==> config.mk <==
export PLATFORM = sky130hd
export DESIGN_NAME = dfrq_ctrl
export DESIGN_NICKNAME = d
export VERILOG_FILES = /design/src/hdl/delayed_frame_release_queue_unit_macros.svh /design/src/hdl/dfrq_pkg.sv /design/src/hdl/dfrq_ctrl.sv
export SDC_FILE = /design/constraint.sdc
export NUM_CORES = 1
export LEC_CHECK = 0
export BUFFER_PORTS_ARGS = -buffer_cell sky130_fd_sc_hd__buf_4
export CORE_AREA = 2 2 39 41
export DETAILED_ROUTE_END_ITERATION = 12
export DIE_AREA = 0 0 41 43
export HOLD_SLACK_MARGIN = 0.08
export MAX_ROUTING_LAYER = met4
export PLACE_DENSITY_LB_ADDON = 0.2
export SETUP_SLACK_MARGIN = 0.15
export SLEW_MARGIN = 15
export SYNTH_ARGS = -nofsm -noshare
export SYNTH_HDL_FRONTEND = slang
export SYNTH_SLANG_ARGS = --single-unit
==> constraint.sdc <==
create_clock -name clk -period 3.65 [get_ports clk]
set_input_delay 0.73 -clock clk [delete_from_list [all_inputs] [get_ports clk]]
set_output_delay 0.73 -clock clk [all_outputs]
set_load 0.02 [all_outputs]
==> src/hdl/delayed_frame_release_queue_unit_macros.svh <==
// Assertion macros shared by the checking code of the release queue.
`ifndef DELAYED_FRAME_RELEASE_QUEUE_UNIT_MACROS_SVH
`define DELAYED_FRAME_RELEASE_QUEUE_UNIT_MACROS_SVH

// The consequent must hold in the same cycle as the antecedent.
`define DFRQ_ASSERT_SAME(label, ante, cons, msg) \
  label: assert property (@(posedge clk) disable iff (rst) (ante) |-> (cons)) else $error(msg);

// The consequent must hold in the cycle after the antecedent.
`define DFRQ_ASSERT_NEXT(label, ante, cons, msg) \
  label: assert property (@(posedge clk) disable iff (rst) (ante) |=> (cons)) else $error(msg);

`endif

==> src/hdl/dfrq_pkg.sv <==
`timescale 1ns / 1ps
package dfrq_pkg;

  // Default number of pending frames held.
  localparam int CAPACITY_DEF = 64;

  // Field widths of one transaction.
  localparam int MODE_W    = 2;
  localparam int DELAY_W   = 24;
  localparam int ID_W      = 32;
  localparam int LENGTH_W  = 4;
  localparam int PAYLOAD_W = 64;
  localparam int TIME_W    = 32;

  // Operation codes carried in the mode field.
  localparam logic [MODE_W-1:0] MODE_TICK  = 2'd0;
  localparam logic [MODE_W-1:0] MODE_PUSH  = 2'd1;
  localparam logic [MODE_W-1:0] MODE_CLEAR = 2'd2;

  // One stored entry.
  typedef struct packed {
    logic [TIME_W-1:0]    wake;
    logic [ID_W-1:0]      id;
    logic [LENGTH_W-1:0]  length;
    logic [PAYLOAD_W-1:0] payload;
  } entry_t;

  localparam int ENTRY_W = $bits(entry_t);

  // Commands from the controller to the datapath.
  typedef struct packed {
    logic push;
    logic clear;
    logic tick;
    logic pass_init;
    logic scan;
    logic emit;
    logic compact_init;
    logic compact;
    logic compact_end;
  } cmd_t;

  // Status from the datapath to the controller.
  typedef struct packed {
    logic walk_done;
    logic none_left;
    logic out_free;
  } stat_t;

endpackage

==> src/hdl/dfrq_ctrl.sv <==
`timescale 1ns / 1ps
// Sequencer: accepts operations, runs release passes and the repacking walk.
module dfrq_ctrl (
  input  logic                        clk,
  input  logic                        rst,
  input  logic                        in_valid,
  input  logic [dfrq_pkg::MODE_W-1:0] in_mode,
  input  dfrq_pkg::stat_t             stat,
  output logic                        in_ready,
  output dfrq_pkg::cmd_t              cmd
);

  localparam logic [1:0] S_IDLE    = 2'd0;
  localparam logic [1:0] S_SCAN    = 2'd1;
  localparam logic [1:0] S_EMIT    = 2'd2;
  localparam logic [1:0] S_COMPACT = 2'd3;

  logic [1:0] state;
  logic [1:0] state_next;
  logic       accept;

  assign in_ready = (state == S_IDLE);
  assign accept   = in_valid && in_ready;

  // Next state and command decode.
  always_comb begin
    state_next = state;
    cmd        = '0;
    case (state)
      S_IDLE: begin
        if (accept) begin
          cmd.push  = (in_mode == dfrq_pkg::MODE_PUSH);
          cmd.clear = (in_mode == dfrq_pkg::MODE_CLEAR);
          if (in_mode == dfrq_pkg::MODE_TICK) begin
            cmd.tick      = 1'b1;
            cmd.pass_init = 1'b1;
            state_next    = S_SCAN;
          end
        end
      end
      S_SCAN: begin
        cmd.scan = 1'b1;
        if (stat.walk_done) begin
          if (stat.none_left) begin
            cmd.compact_init = 1'b1;
            state_next       = S_COMPACT;
          end else begin
            state_next = S_EMIT;
          end
        end
      end
      S_EMIT: begin
        if (stat.out_free) begin
          cmd.emit      = 1'b1;
          cmd.pass_init = 1'b1;
          state_next    = S_SCAN;
        end
      end
      S_COMPACT: begin
        cmd.compact = 1'b1;
        if (stat.walk_done) begin
          cmd.compact_end = 1'b1;
          state_next      = S_IDLE;
        end
      end
      default: state_next = S_IDLE;
    endcase
  end

  always_ff @(posedge clk) begin
    if (rst) begin
      state <= S_IDLE;
    end else begin
      state <= state_next;
    end
  end

endmodule

[Word-level counts from Yosys, hierarchy flattened]
Cells that the tools add are included.
Storage, ports and cells
  register bits: 2
  latch bits: 0
  bits in writable memories: 0
  ROM bits: 0
  output and inout bits: 10
  memories kept: 0
Cells by class
  add/subtract/negate cells: 0
  $mul: 0
  divide/modulo/power cells: 0
  order comparisons: 0
  equal/unequal tests: 10
  shifts and indexed selects: 0
  multiplexer cells: 19
  bitwise operators: 0
  reduce and logical (&&, ||, !) cells: 4
Operators with widths (number)
  2-bit two-way mux: 7
  1-bit two-way mux: 8
  2-bit case mux with 4 select lines: 1
  2-bit equality test (second input constant): 3
  2-bit != test (second input constant): 3
  5-bit AND reduction: 1
  2-bit by 1-bit equality test with 1-bit output (second input constant): 2
  2-bit zero test: 2
  4-bit two-way mux: 1
  2-bit by 1-bit != test with 1-bit output (second input constant): 2
  3-bit two-way mux: 1
  1-bit case mux with 2 select lines: 1
  1-bit logical AND: 1

[Longest topological paths before layout]
Gate-level depths: netlist of run 1.
  depth in word-level cells: 4
  mapped depth: 3

[Worst setup path before layout of run 1]
OpenSTA, ideal clock, no wires.
  kind: input to output
  start: in in_valid
  end: out cmd[7] in the netlist's numbering
  arrival time: 1.647 ns
  required time: 2.920 ns
  setup slack: 1.273 ns
  stages on the path: 2
  path buffers: 0
  cells stage by stage: or3b_4 nor3b_1
RTL lines
  start: declaration: line dfrq_ctrl.sv:6  | input logic in_valid,
  end: declaration: line dfrq_ctrl.sv:10  | output dfrq_pkg::cmd_t cmd

==> summary.txt, run 1 <==
Placed design
  – Placer Congestion: 0.6133
  – DP Wirelength: 424.4 microns
  – IO buf count: 17

Setup path
  – Cells along the critical path: buf_4 -> or3b_4 -> nor3b_1 -> buf_4
  – Worst R2R Start: state[1]$_SDFFE_PP0P_
  – R2R depth: 2
  – Critical path arrival: 1.56 ns
  – Worst EP required: 2.92 ns
  – Critical-path top delay cell: or3b_4
  – Flop-to-flop setup slack: ~2.4 ns
  – Max incr delay on CP: between 0.3 and 0.4 ns
  – Worst Setup End Kind: primary output
  – Crit Path Category: in -> out
  – Buf/Inv on CP: 2
  – FF-to-FF End: state[0]$_SDFFE_PP0P_
  – CP max FO: 3
  – Cell repeated most along the worst path: buf_4
  – Startpoint Class: input port
  – Crit path max-delay family: simple AND/OR/NAND/NOR gates

Die
  – Initial Util: 0.1537
  – Die Height: about 43 microns
  – DIE AREA: 1763 sq um
  – # rows: 14
  – Core area: 1384 sq um
  – Die Wd: roughly 41 microns
  – IO Count: 18

Cells and area
  – # diodes: 0
  – Biggest register: state
  – Largest registers: state x2
  – Nets: between 50 and 60
  – Largest register FFs: 2
  – Area Overhead vs Synth: 72.35%
  – Layout cells sized above 1: 0.5227

Synthesis
  – Post-synth EDFFs: 0
  – Distinct cell type count after synthesis: 20
  – Top post-synthesis cells by area: dfxtp_1 19%, a221oi_2 7.1%, nor3b_1 7.1%
  – Syn avg cell area: 7.878 sq um
  – Cell Area, Synth: 212.7 sq um
  – Most numerous cell in the Yosys netlist: nor2_1
  – Prevailing post-synth register cell: dfxtp_1
  – Mapped Nets: 35
  – YS warnings: 0
  – Asr flop ratio synth: 0
  – Cells after synthesis: 27
  – #FFs+latches synth: 2
  – Synth top area share: 0.1882
  – Most area-hungry cell type in the Yosys netlist: dfxtp_1
  – Seq/Total Area, Yosys: 0.1882

Global route
  – GRT Overall Usage: 0.09333
  – Largest net degree at the start of global routing: 12
  – Global-route wire length before repair: just over 1 mm
  – Vias in the first global route: 261
  – Congestion Overflow GR: 0
  – Initial antenna violation count: 0

STA
  – RSZ-0062 raised after global routing: no
  – Worst-margin pin slew: ~0.30 ns
  – Final Hold Viols: 0
  – Fmax: 437.6 MHz
  – Fin Hold WS: 0.5959 ns
  – Final setup viols: 0
  – Setup TNS: 0 ns
  – Slew HR: 0.8016
  – Final critical-path share of the clock period: 0.6261
  – Pins Over Slew Limit: 0
  – Tmin final: roughly 2.3 ns
  – Skew final: 0.002064 ns

Clocking
  – Hold-fix buffers, CTS: 0
  – CTS resizes: 0
  – # Post-CTS Setup Buffers: 0
  – Worst-path clk slew: approximately 0.03 ns
  – Num CTS Buffers: 3
  – Clock Latency Late Sink: about 0.23 ns
  – Clk root buf: clkbuf_4
  – CTS tree: built
  – Bufs on Longest Clock Path: 2
  – # H-tree levels: 1
  – CTS Sinks: 2

Detailed routing
  – ANT nets after route: 0
  – 1st-iter DRT viols: 2
  – DR vias/cell: 4.283
  – DRC: 0
  – Vias: 257
  – Post-DR wirelength/cell: between 9 and 10 microns
  – Pre-antenna DRT Iters: 3
  – Routed Wire Length: 568 microns

Power
  – Logic pwr share: 0.292
  – Sw power: approximately 31 uW
  – Areal power density over the cells: roughly 290 nW/um^2
  – Sequential power share: 0.242
  – Internal power: 76.25 uW
  – Net Sw Frac: 0.2857
  – Clock power frac: 0.466
  – P_leak: 0.1733 nW
  – VDD IR max: 111.1 uV

Worst hold path
  – Hold path depth: 2
  – Class of the tightest hold or removal check: reg -> reg
  – Hold path endpoint: state[1]$_SDFFE_PP0P_
  – Hold Startpoint: state[1]$_SDFFE_PP0P_

Run
  – Max-cap violations: 0

Status
  – Status: finished, final reports clean
[power groups by stage]
| stage | registers, mW | logic, mW | clock network (mW) |
|---|---|---|---|
| 6_report | 0.0258 | 0.0312 | 0.0497 |
| 5_1_grt | 0.0264 | 0.0342 | 0.0554 |
| 4_1_cts | 0.0259 | 0.0316 | 0.0545 |
| 3_5_place_dp | 0.0262 | 0.0315 | 0 |
| 3_3_place_gp | 0.0263 | 0.0319 | 0 |
| 2_1_floorplan | 0.0238 | 0.0194 | 0 |
[final cells by class]
type | instances | area (sq um)
clock buffer | 3 | 22.52
fill | 154 | 1017
multi-input combinational | 22 | 156.4
sequential | 2 | 40.04
tap | 16 | 20.02
timing repair buffer | 17 | 127.6
[cell usage in the layout (no fill, tap or decap), types with 2 or more instances in the layout]
cell      count
buf_4        17
nor2_1        3
clkbuf_4      3
nor2b_1       2
nor3b_1       2
nand2b_1      2
and2_1        2
dfxtp_1       2
[worst max path at each step]
stage	cells past startpoint	endpoint	slack (ns)	start
5_1_grt	4	cmd[8]	1.30	in_valid
4_1_cts	4	cmd[7]	1.35	in_valid
3_5_place_dp	4	cmd[7]	1.35	in_valid
3_3_place_gp	4	cmd[7]	1.36	in_valid
2_1_floorplan	2	cmd[7]	1.27	in_valid
6_report	4	cmd[7]	1.36	in_valid
[tightest hold or removal path, cell delays in order, from the launching register on]
cell and delay, ns:
dfxtp_1 0.38, nand2b_1 0.11, o31ai_1 0.06
[stage by stage]
step	cells	util	setup slack, ns	power (mW)	area [sq um]
global placement	57	0.2486	1.355	0.05821	344.1
floorplan	27	-	1.273	0.04326	212.7
global route	60	0.2649	1.295	0.1160	366.6
finish	60	0.2649	1.365	0.1068	366.6
detailed placement	57	0.2486	1.353	0.05775	344.1
CTS	60	0.2649	1.353	0.1120	366.6
[metal layers]
layer,part of all wire,up-vias,global-route usage
met5,0,-,-
met4,0.023,0,0.1000
met3,0.081,2,0.03141
met2,0.50,12,0.1156
met1,0.39,111,0.1051
li1,-,132,-
[cells by family (layout without fill, tap and decap cells)]
| family | after synthesis | count (layout) | share of synthesized area |
|---|---|---|---|
| AO/OA/AOI/OAI | 4 | 4 | 0.1706 |
| buffers and inverters | 3 | 20 | 0.07644 |
| flip-flops | 2 | 2 | 0.1882 |
| AND/OR/NAND/NOR | 18 | 18 | 0.5646 |
Power figures use the tool's default switching activity.
==> run 2: changes to the inputs <==
==> constraint.sdc (replaced) <==
create_clock -name clk -period 2.3 [get_ports clk]
set_input_delay 0.46 -clock clk [delete_from_list [all_inputs] [get_ports clk]]
set_output_delay 0.46 -clock clk [all_outputs]
set_load 0.02 [all_outputs]
==> run 2 against run 1 <==
Compared with the run above: cell count unchanged; critical endpoint unchanged; setup slack got worse by 0.94 ns; flip-flop and latch count unchanged; largest cell class unchanged; die area unchanged; combinational power increased by 59%; first-iteration DRC count increased by 50%; global-route usage increased by 0.51 points; total power increased by 59%; non-clock buffer count unchanged.
==> summary.txt, run 2 (synthesis gave the netlist of run 1 again) <==
Setup path
  – Startpoint Class: flop (was input port)
  – Crit Path Category: reg -> out (was in -> out)
  – R2R depth: 2 (unchanged)
  – Critical-path top delay cell: or3b_4 (unchanged)
  – Critical path arrival: 1.41 ns (was 1.56 ns)
  – Worst R2R Start: state[1]$_SDFFE_PP0P_ (unchanged)
  – Max incr delay on CP: 0.44 ns (was 0.37 ns)
  – Worst EP required: 1.84 ns (was 2.92 ns)
  – FF-to-FF End: state[0]$_SDFFE_PP0P_ (unchanged)
  – Flop-to-flop setup slack: 1.05 ns (was 2.39 ns)
  – Cells along the critical path: or3b_4 -> nor3b_1 -> buf_4 (was buf_4 -> or3b_4 -> nor3b_1 -> buf_4)
  – Worst Setup End Kind: primary output (unchanged)
  – CP max FO: 11 (was 3)

Die
  – Initial Util: 0.1537 (unchanged)
  – IO Count: 18 (unchanged)
  – # rows: 14 (unchanged)
  – Die Height: 43 microns (unchanged)
  – DIE AREA: 1763 sq um (unchanged)
  – Die Wd: 41 microns (unchanged)
  – Core area: 1384 sq um (unchanged)

Cells and area
  – Layout cells sized above 1: 0.5227 (unchanged)
  – Commonest non-fill, non-tap cells in the layout: 17 x buf_4, 3 x nor2_1, 3 x clkbuf_4 (unchanged)
  – Nets: 54 (unchanged)
  – Biggest register: state (unchanged)
  – Largest register FFs: 2 (unchanged)
  – # diodes: 0 (unchanged)
  – Most common cell after layout, fill and taps aside: buf_4 (unchanged)
  – Area Overhead vs Synth: 72.35% (unchanged)
  – Register area: 40.04 sq um (unchanged)
  – Final core occ: 0.2649 (unchanged)
  – Footprint of the multi-input gates: 156.4 sq um (unchanged)
  – Largest registers: state x2 (unchanged)
  – FILL cells: 168 (was 154)

STA
  – Fmax: 533.6 MHz
  – Worst-margin pin slew: 0.2986 ns (was 0.2972 ns)
  – Final Hold Viols: 0 (unchanged)
  – Skew final: 0.002326 ns (was 0.002064 ns)
  – Final critical-path share of the clock period: 0.8147
  – RSZ-0062 raised after global routing: no (unchanged)
  – Setup TNS: 0 ns (unchanged)
  – Final setup viols: 0 (unchanged)
  – Tmin final: between 1.5 and 2 ns
  – Slew HR: 0.8007 (was 0.8016)
  – Pins Over Slew Limit: 0 (unchanged)

Global route
  – Global-route wire length before repair: 1.048 mm (was 1.007 mm)
  – Congestion Overflow GR: 0 (unchanged)
  – Initial antenna violation count: 0 (unchanged)
  – Vias in the first global route: 276 (was 261)
  – Largest net degree at the start of global routing: 12 (unchanged)
  – GRT Overall Usage: 0.09846 (was 0.09333)

Detailed routing
  – Vias: 267 (was 257)
  – Pre-antenna DRT Iters: 2 (was 3)
  – DR vias/cell: 4.450 (was 4.283)
  – Routed Wire Length: 579 microns (was 568 microns)
  – Post-DR wirelength/cell: 9.650 microns (was 9.467 microns)
  – 1st-iter DRT viols: 3 (was 2)
  – DRC: 0 (unchanged)
  – ANT nets after route: 0 (unchanged)

Placed design
  – IO buf count: 17 (unchanged)
  – Placer Congestion: 0.6039 (was 0.6133)

Worst hold path
  – Hold path endpoint: state[0]$_SDFFE_PP0P_ (was state[1]$_SDFFE_PP0P_)
  – Class of the tightest hold or removal check: in -> reg (was reg -> reg)
  – Hold Startpoint: rst (was state[1]$_SDFFE_PP0P_)
  – Hold path depth: 2 (unchanged)

Power
  – Total power draw: 169.5 uW (was 106.8 uW)
  – Areal power density over the cells: 462.3 nW/um^2 (was 291.2 nW/um^2)
  – VDD IR max: 111.7 uV (was 111.1 uV)
  – P_leak: 0.1733 nW (unchanged)

Clocking
  – CTS Sinks: 2 (unchanged)
  – Hold-fix buffers, CTS: 0 (unchanged)
  – CTS tree: built (unchanged)
  – CTS resizes: 0 (unchanged)
  – Worst-path clk slew: 0.03 ns (about the same)
  – # H-tree levels: 1 (unchanged)
  – Bufs on Longest Clock Path: 2 (unchanged)
  – Num CTS Buffers: 3 (unchanged)
  – # Post-CTS Setup Buffers: 0 (unchanged)
  – Clock Latency Late Sink: 0.23 ns (about the same)
  – Clk root buf: clkbuf_4 (unchanged)

Status
  – Status: finished, final reports clean (unchanged)

Run
  – Max-cap violations: 0 (unchanged)
run 2: cell type report:
type | count | area share
clock buffer | 3 | 0.06143
timing repair buffer | 17 | 0.3481
tap | 16 | 0.05461
multi-input combinational | 22 | 0.4266
sequential | 2 | 0.1092
run 2: power breakdown:
part / internal (mW) / switching (mW)
clock: 0.0577 / 0.0212
sequential: 0.0368 / 0.00420
combinational: 0.0265 / 0.0231
total: 0.121 / 0.0485
run 2: per-layer routing:
metal  track usage  vias to the layer above  share of wire
li1              -                      130              -
met4        0.1200                        0          0.024
met2        0.1281                       14           0.50
met1       0.09873                      121           0.40
met3       0.03141                        2          0.074
met5             -                        -              0
run 2: worst max-delay path by stage:
stage                               start      to
floorplan           state[1]$_SDFFE_PP0P_  cmd[7]
global placement                 in_valid  cmd[8]
detailed placement               in_valid  cmd[7]
CTS                 state[1]$_SDFFE_PP0P_  cmd[7]
global route        state[1]$_SDFFE_PP0P_  cmd[8]
finish              state[1]$_SDFFE_PP0P_  cmd[7]
run 2: through the flow:
stage                     setup slack [ns]  cell area, sq um  hold WS (ns)  cells
after floorplan                     0.4620             212.7        0.4947     27
after global placement              0.5360             344.1        0.6084     57
after detailed placement            0.5503             344.1        0.6062     57
after CTS                           0.4014             366.6        0.3914     60
after global routing                0.2934             366.6        0.3899     60
final                               0.4261             366.6        0.4044     60
run 2: worst max-delay path: cells and delay by family, from the launching register on:
kind / cells / cell delay, ns
buffers and inverters: 1 / 0.17
DFF: 1 / 0.38
and+or+nand+nor: 2 / 0.64
==> run 3: changes to the inputs <==
==> constraint.sdc (replaced) <==
create_clock -name clk -period 1.65 [get_ports clk]
set_input_delay 0.33 -clock clk [delete_from_list [all_inputs] [get_ports clk]]
set_output_delay 0.33 -clock clk [all_outputs]
set_load 0.02 [all_outputs]
==> run 3 against run 2 <==
Compared with the run above: utilization grew 3.3 points; clock skew is 0.0048 ns higher; sequential share of layout area down 0.28 points; first-iteration DRC count rose by 130%; clock power is 38% higher; global-route usage fell by 2.2 points; non-clock buffer count increased by 3; largest cell class unchanged; highest routed layer is now met3; cell count increased by 5.0%.
==> summary.txt, run 3 (synthesis gave the netlist of run 1 again) <==
Die
  – DIE AREA: 1763 sq um (unchanged)
  – Die Height: 43 microns (unchanged)
  – # rows: 14 (unchanged)
  – Core area: 1384 sq um (unchanged)
  – IO Count: 18 (unchanged)
  – Initial Util: 0.1537 (unchanged)
  – Die Wd: 41 microns (unchanged)

Power
  – Clock power frac: 0.445 (was 0.465)
  – Sw power: 70.10 uW (was 48.45 uW)
  – Net Sw Frac: 0.2861 (was 0.2859)
  – Logic pwr share: 0.340 (was 0.293)
  – P_leak: 0.1952 nW (was 0.1733 nW)
  – Internal power: 174.9 uW (was 121.0 uW)
  – Sequential power share: 0.215 (was 0.242)
  – Areal power density over the cells: 595.2 nW/um^2 (was 462.3 nW/um^2)
  – VDD IR max: 292.1 uV (was 111.7 uV)

Setup path
  – Worst Setup End Kind: primary output (unchanged)
  – Worst EP required: 1.32 ns (was 1.84 ns)
  – Startpoint Class: flop (unchanged)
  – CP max FO: 3 (was 11)
  – Crit Path Category: reg -> out (unchanged)
  – Critical path arrival: 1.28 ns (was 1.41 ns)

Clocking
  – CTS Sinks: 2 (unchanged)
  – Hold-fix buffers, CTS: 0 (unchanged)
  – # H-tree levels: 1 (unchanged)
  – Clock Latency Late Sink: 0.23 ns (about the same)
  – Num CTS Buffers: 3 (unchanged)
  – CTS tree: built (unchanged)
  – Worst-path clk slew: 0.03 ns (about the same)
  – Clk root buf: clkbuf_4 (unchanged)
  – Bufs on Longest Clock Path: 2 (unchanged)

Detailed routing
  – ANT nets after route: 0 (unchanged)
  – 1st-iter DRT viols: 7 (was 3)
  – DR vias/cell: 4.032 (was 4.450)
  – Pre-antenna DRT Iters: 3 (was 2)
  – Routed Wire Length: 600 microns (was 579 microns)
  – DRC: 0 (unchanged)
  – Vias: 254 (was 267)
  – Post-DR wirelength/cell: 9.524 microns (was 9.650 microns)

STA
  – Worst-margin pin slew: 0.2016 ns (was 0.2986 ns)
  – Fmax: 619.6 MHz
  – Post-route setup slack: 0.03611 ns (was 0.4261 ns)
  – Setup TNS: 0 ns (unchanged)
  – Final setup viols: 0 (unchanged)
  – Final Hold Viols: 0 (unchanged)
  – Final critical-path share of the clock period: 0.9781
  – RSZ-0062 raised after global routing: yes (was no)
  – Slew HR: 0.8645 (was 0.8007)
  – Pins Over Slew Limit: 0 (unchanged)
  – Tmin final: about 1.6 ns
  – Skew final: 0.007095 ns (was 0.002326 ns)

Global route
  – Vias in the first global route: 233 (was 276)
  – Routing usage on met3: 0.03665 (was 0.03141)
  – Initial antenna violation count: 0 (unchanged)
  – GR Util met2: 0.09063 (was 0.1281)
  – GR peak layer: met1 (was met2)
  – GRT Overall Usage: 0.07598 (was 0.09846)
  – Largest net degree at the start of global routing: 11 (was 12)
  – Congestion Overflow GR: 0 (unchanged)
  – GR Layer Usage met1: 0.1022 (was 0.09873)
  – Global-route wire length before repair: 897 microns (was 1.048 mm)

Worst hold path
  – Class of the tightest hold or removal check: in -> reg (unchanged)

Run
  – Max-cap violations: 0 (unchanged)

Cells and area
  – Register area: 43.79 sq um (was 40.04 sq um)
  – Nets: 57 (was 54)
  – Largest registers: state x2 (unchanged)
  – Area Overhead vs Synth: 93.53% (was 72.35%)
  – Largest register FFs: 2 (unchanged)
  – Commonest non-fill, non-tap cells in the layout: 19 x buf_4, 3 x nor2_1, 3 x clkbuf_4 (was 17 x buf_4, 3 x nor2_1, 3 x clkbuf_4)
  – Post-route cell area: 411.6 sq um (was 366.6 sq um)
  – Footprint of the multi-input gates: 171.4 sq um (was 156.4 sq um)
  – FILL cells: 152 (was 168)
  – # diodes: 0 (unchanged)
  – Biggest register: state (unchanged)
  – Final core occ: 0.2975 (was 0.2649)
  – Layout cells sized above 1: 0.6383 (was 0.5227)
  – Most common cell after layout, fill and taps aside: buf_4 (unchanged)

Placed design
  – Placer Congestion: 0.6042 (was 0.6039)
  – Placement Setup Slack: 0.1686 ns (was 0.5503 ns)
  – DP Wirelength: 447.6 microns
  – IO buf count: 17 (unchanged)
  – Placed Area: 374.1 sq um (was 344.1 sq um)

Status
  – Status: finished, final reports clean (unchanged)
[run 3: per-layer routing]
| metal | wire length [microns] | up-vias |
|---|---|---|
| li1 | - | 138 |
| met1 | 289 | 103 |
| met2 | 243 | 13 |
| met5 | 0 | - |
| met3 | 67 | 0 |
| met4 | 0 | 0 |
[run 3: area by class of cell]
| cell class | count | area share |
|---|---|---|
| clock buffers | 3 | 0.05471 |
| flip-flops and latches | 2 | 0.1064 |
| multi-input cells | 22 | 0.4164 |
| well taps | 16 | 0.04863 |
| repair buffers | 20 | 0.3739 |
[run 3: stage by stage]
step	hold WS [ns]	power, mW	cells
CTS	0.2654	0.2505	63
global route	0.2778	0.2627	63
detailed placement	0.5081	0.1343	59
finish	0.2741	0.2450	63
floorplan	0.3962	0.09807	27
global placement	0.5103	0.1355	59
[run 3: worst paths after layout]
| check | to | from | depth (start not counted) | slack (ns) |
|---|---|---|---|---|
| min reg2reg | state[1]$_SDFFE_PP0P_ | state[1]$_SDFFE_PP0P_ | 3 | 0.63 |
| max reg2reg | state[0]$_SDFFE_PP0P_ | state[1]$_SDFFE_PP0P_ | 3 | 0.36 |
| min | state[0]$_SDFFE_PP0P_ | rst | 2 | 0.27 |
| max | cmd[8] | state[0]$_SDFFE_PP0P_ | 3 | 0.04 |
[run 3: what timing repair did]
action                     4_1_cts  5_1_grt
buffers inserted                 1        0
setup endpoints to repair        4        4
resized for setup                3        0
pin swaps                        3        0
gates cloned                     0        0
[run 3: worst max-delay path, cell delays in order (launching register included)]
cell and delay [ns]:
dfxtp_4 0.33, or3b_4 0.41, nor3b_2 0.16, buf_4 0.16
[run 3: power groups by stage]
stage	clock (mW)	combinational, mW	sequential, mW
after floorplan	0	0.0454	0.0527
after global placement	0	0.0802	0.0553
after detailed placement	0	0.0794	0.0550
after CTS	0.114	0.0843	0.0525
after global routing	0.120	0.0905	0.0526
final	0.109	0.0834	0.0526
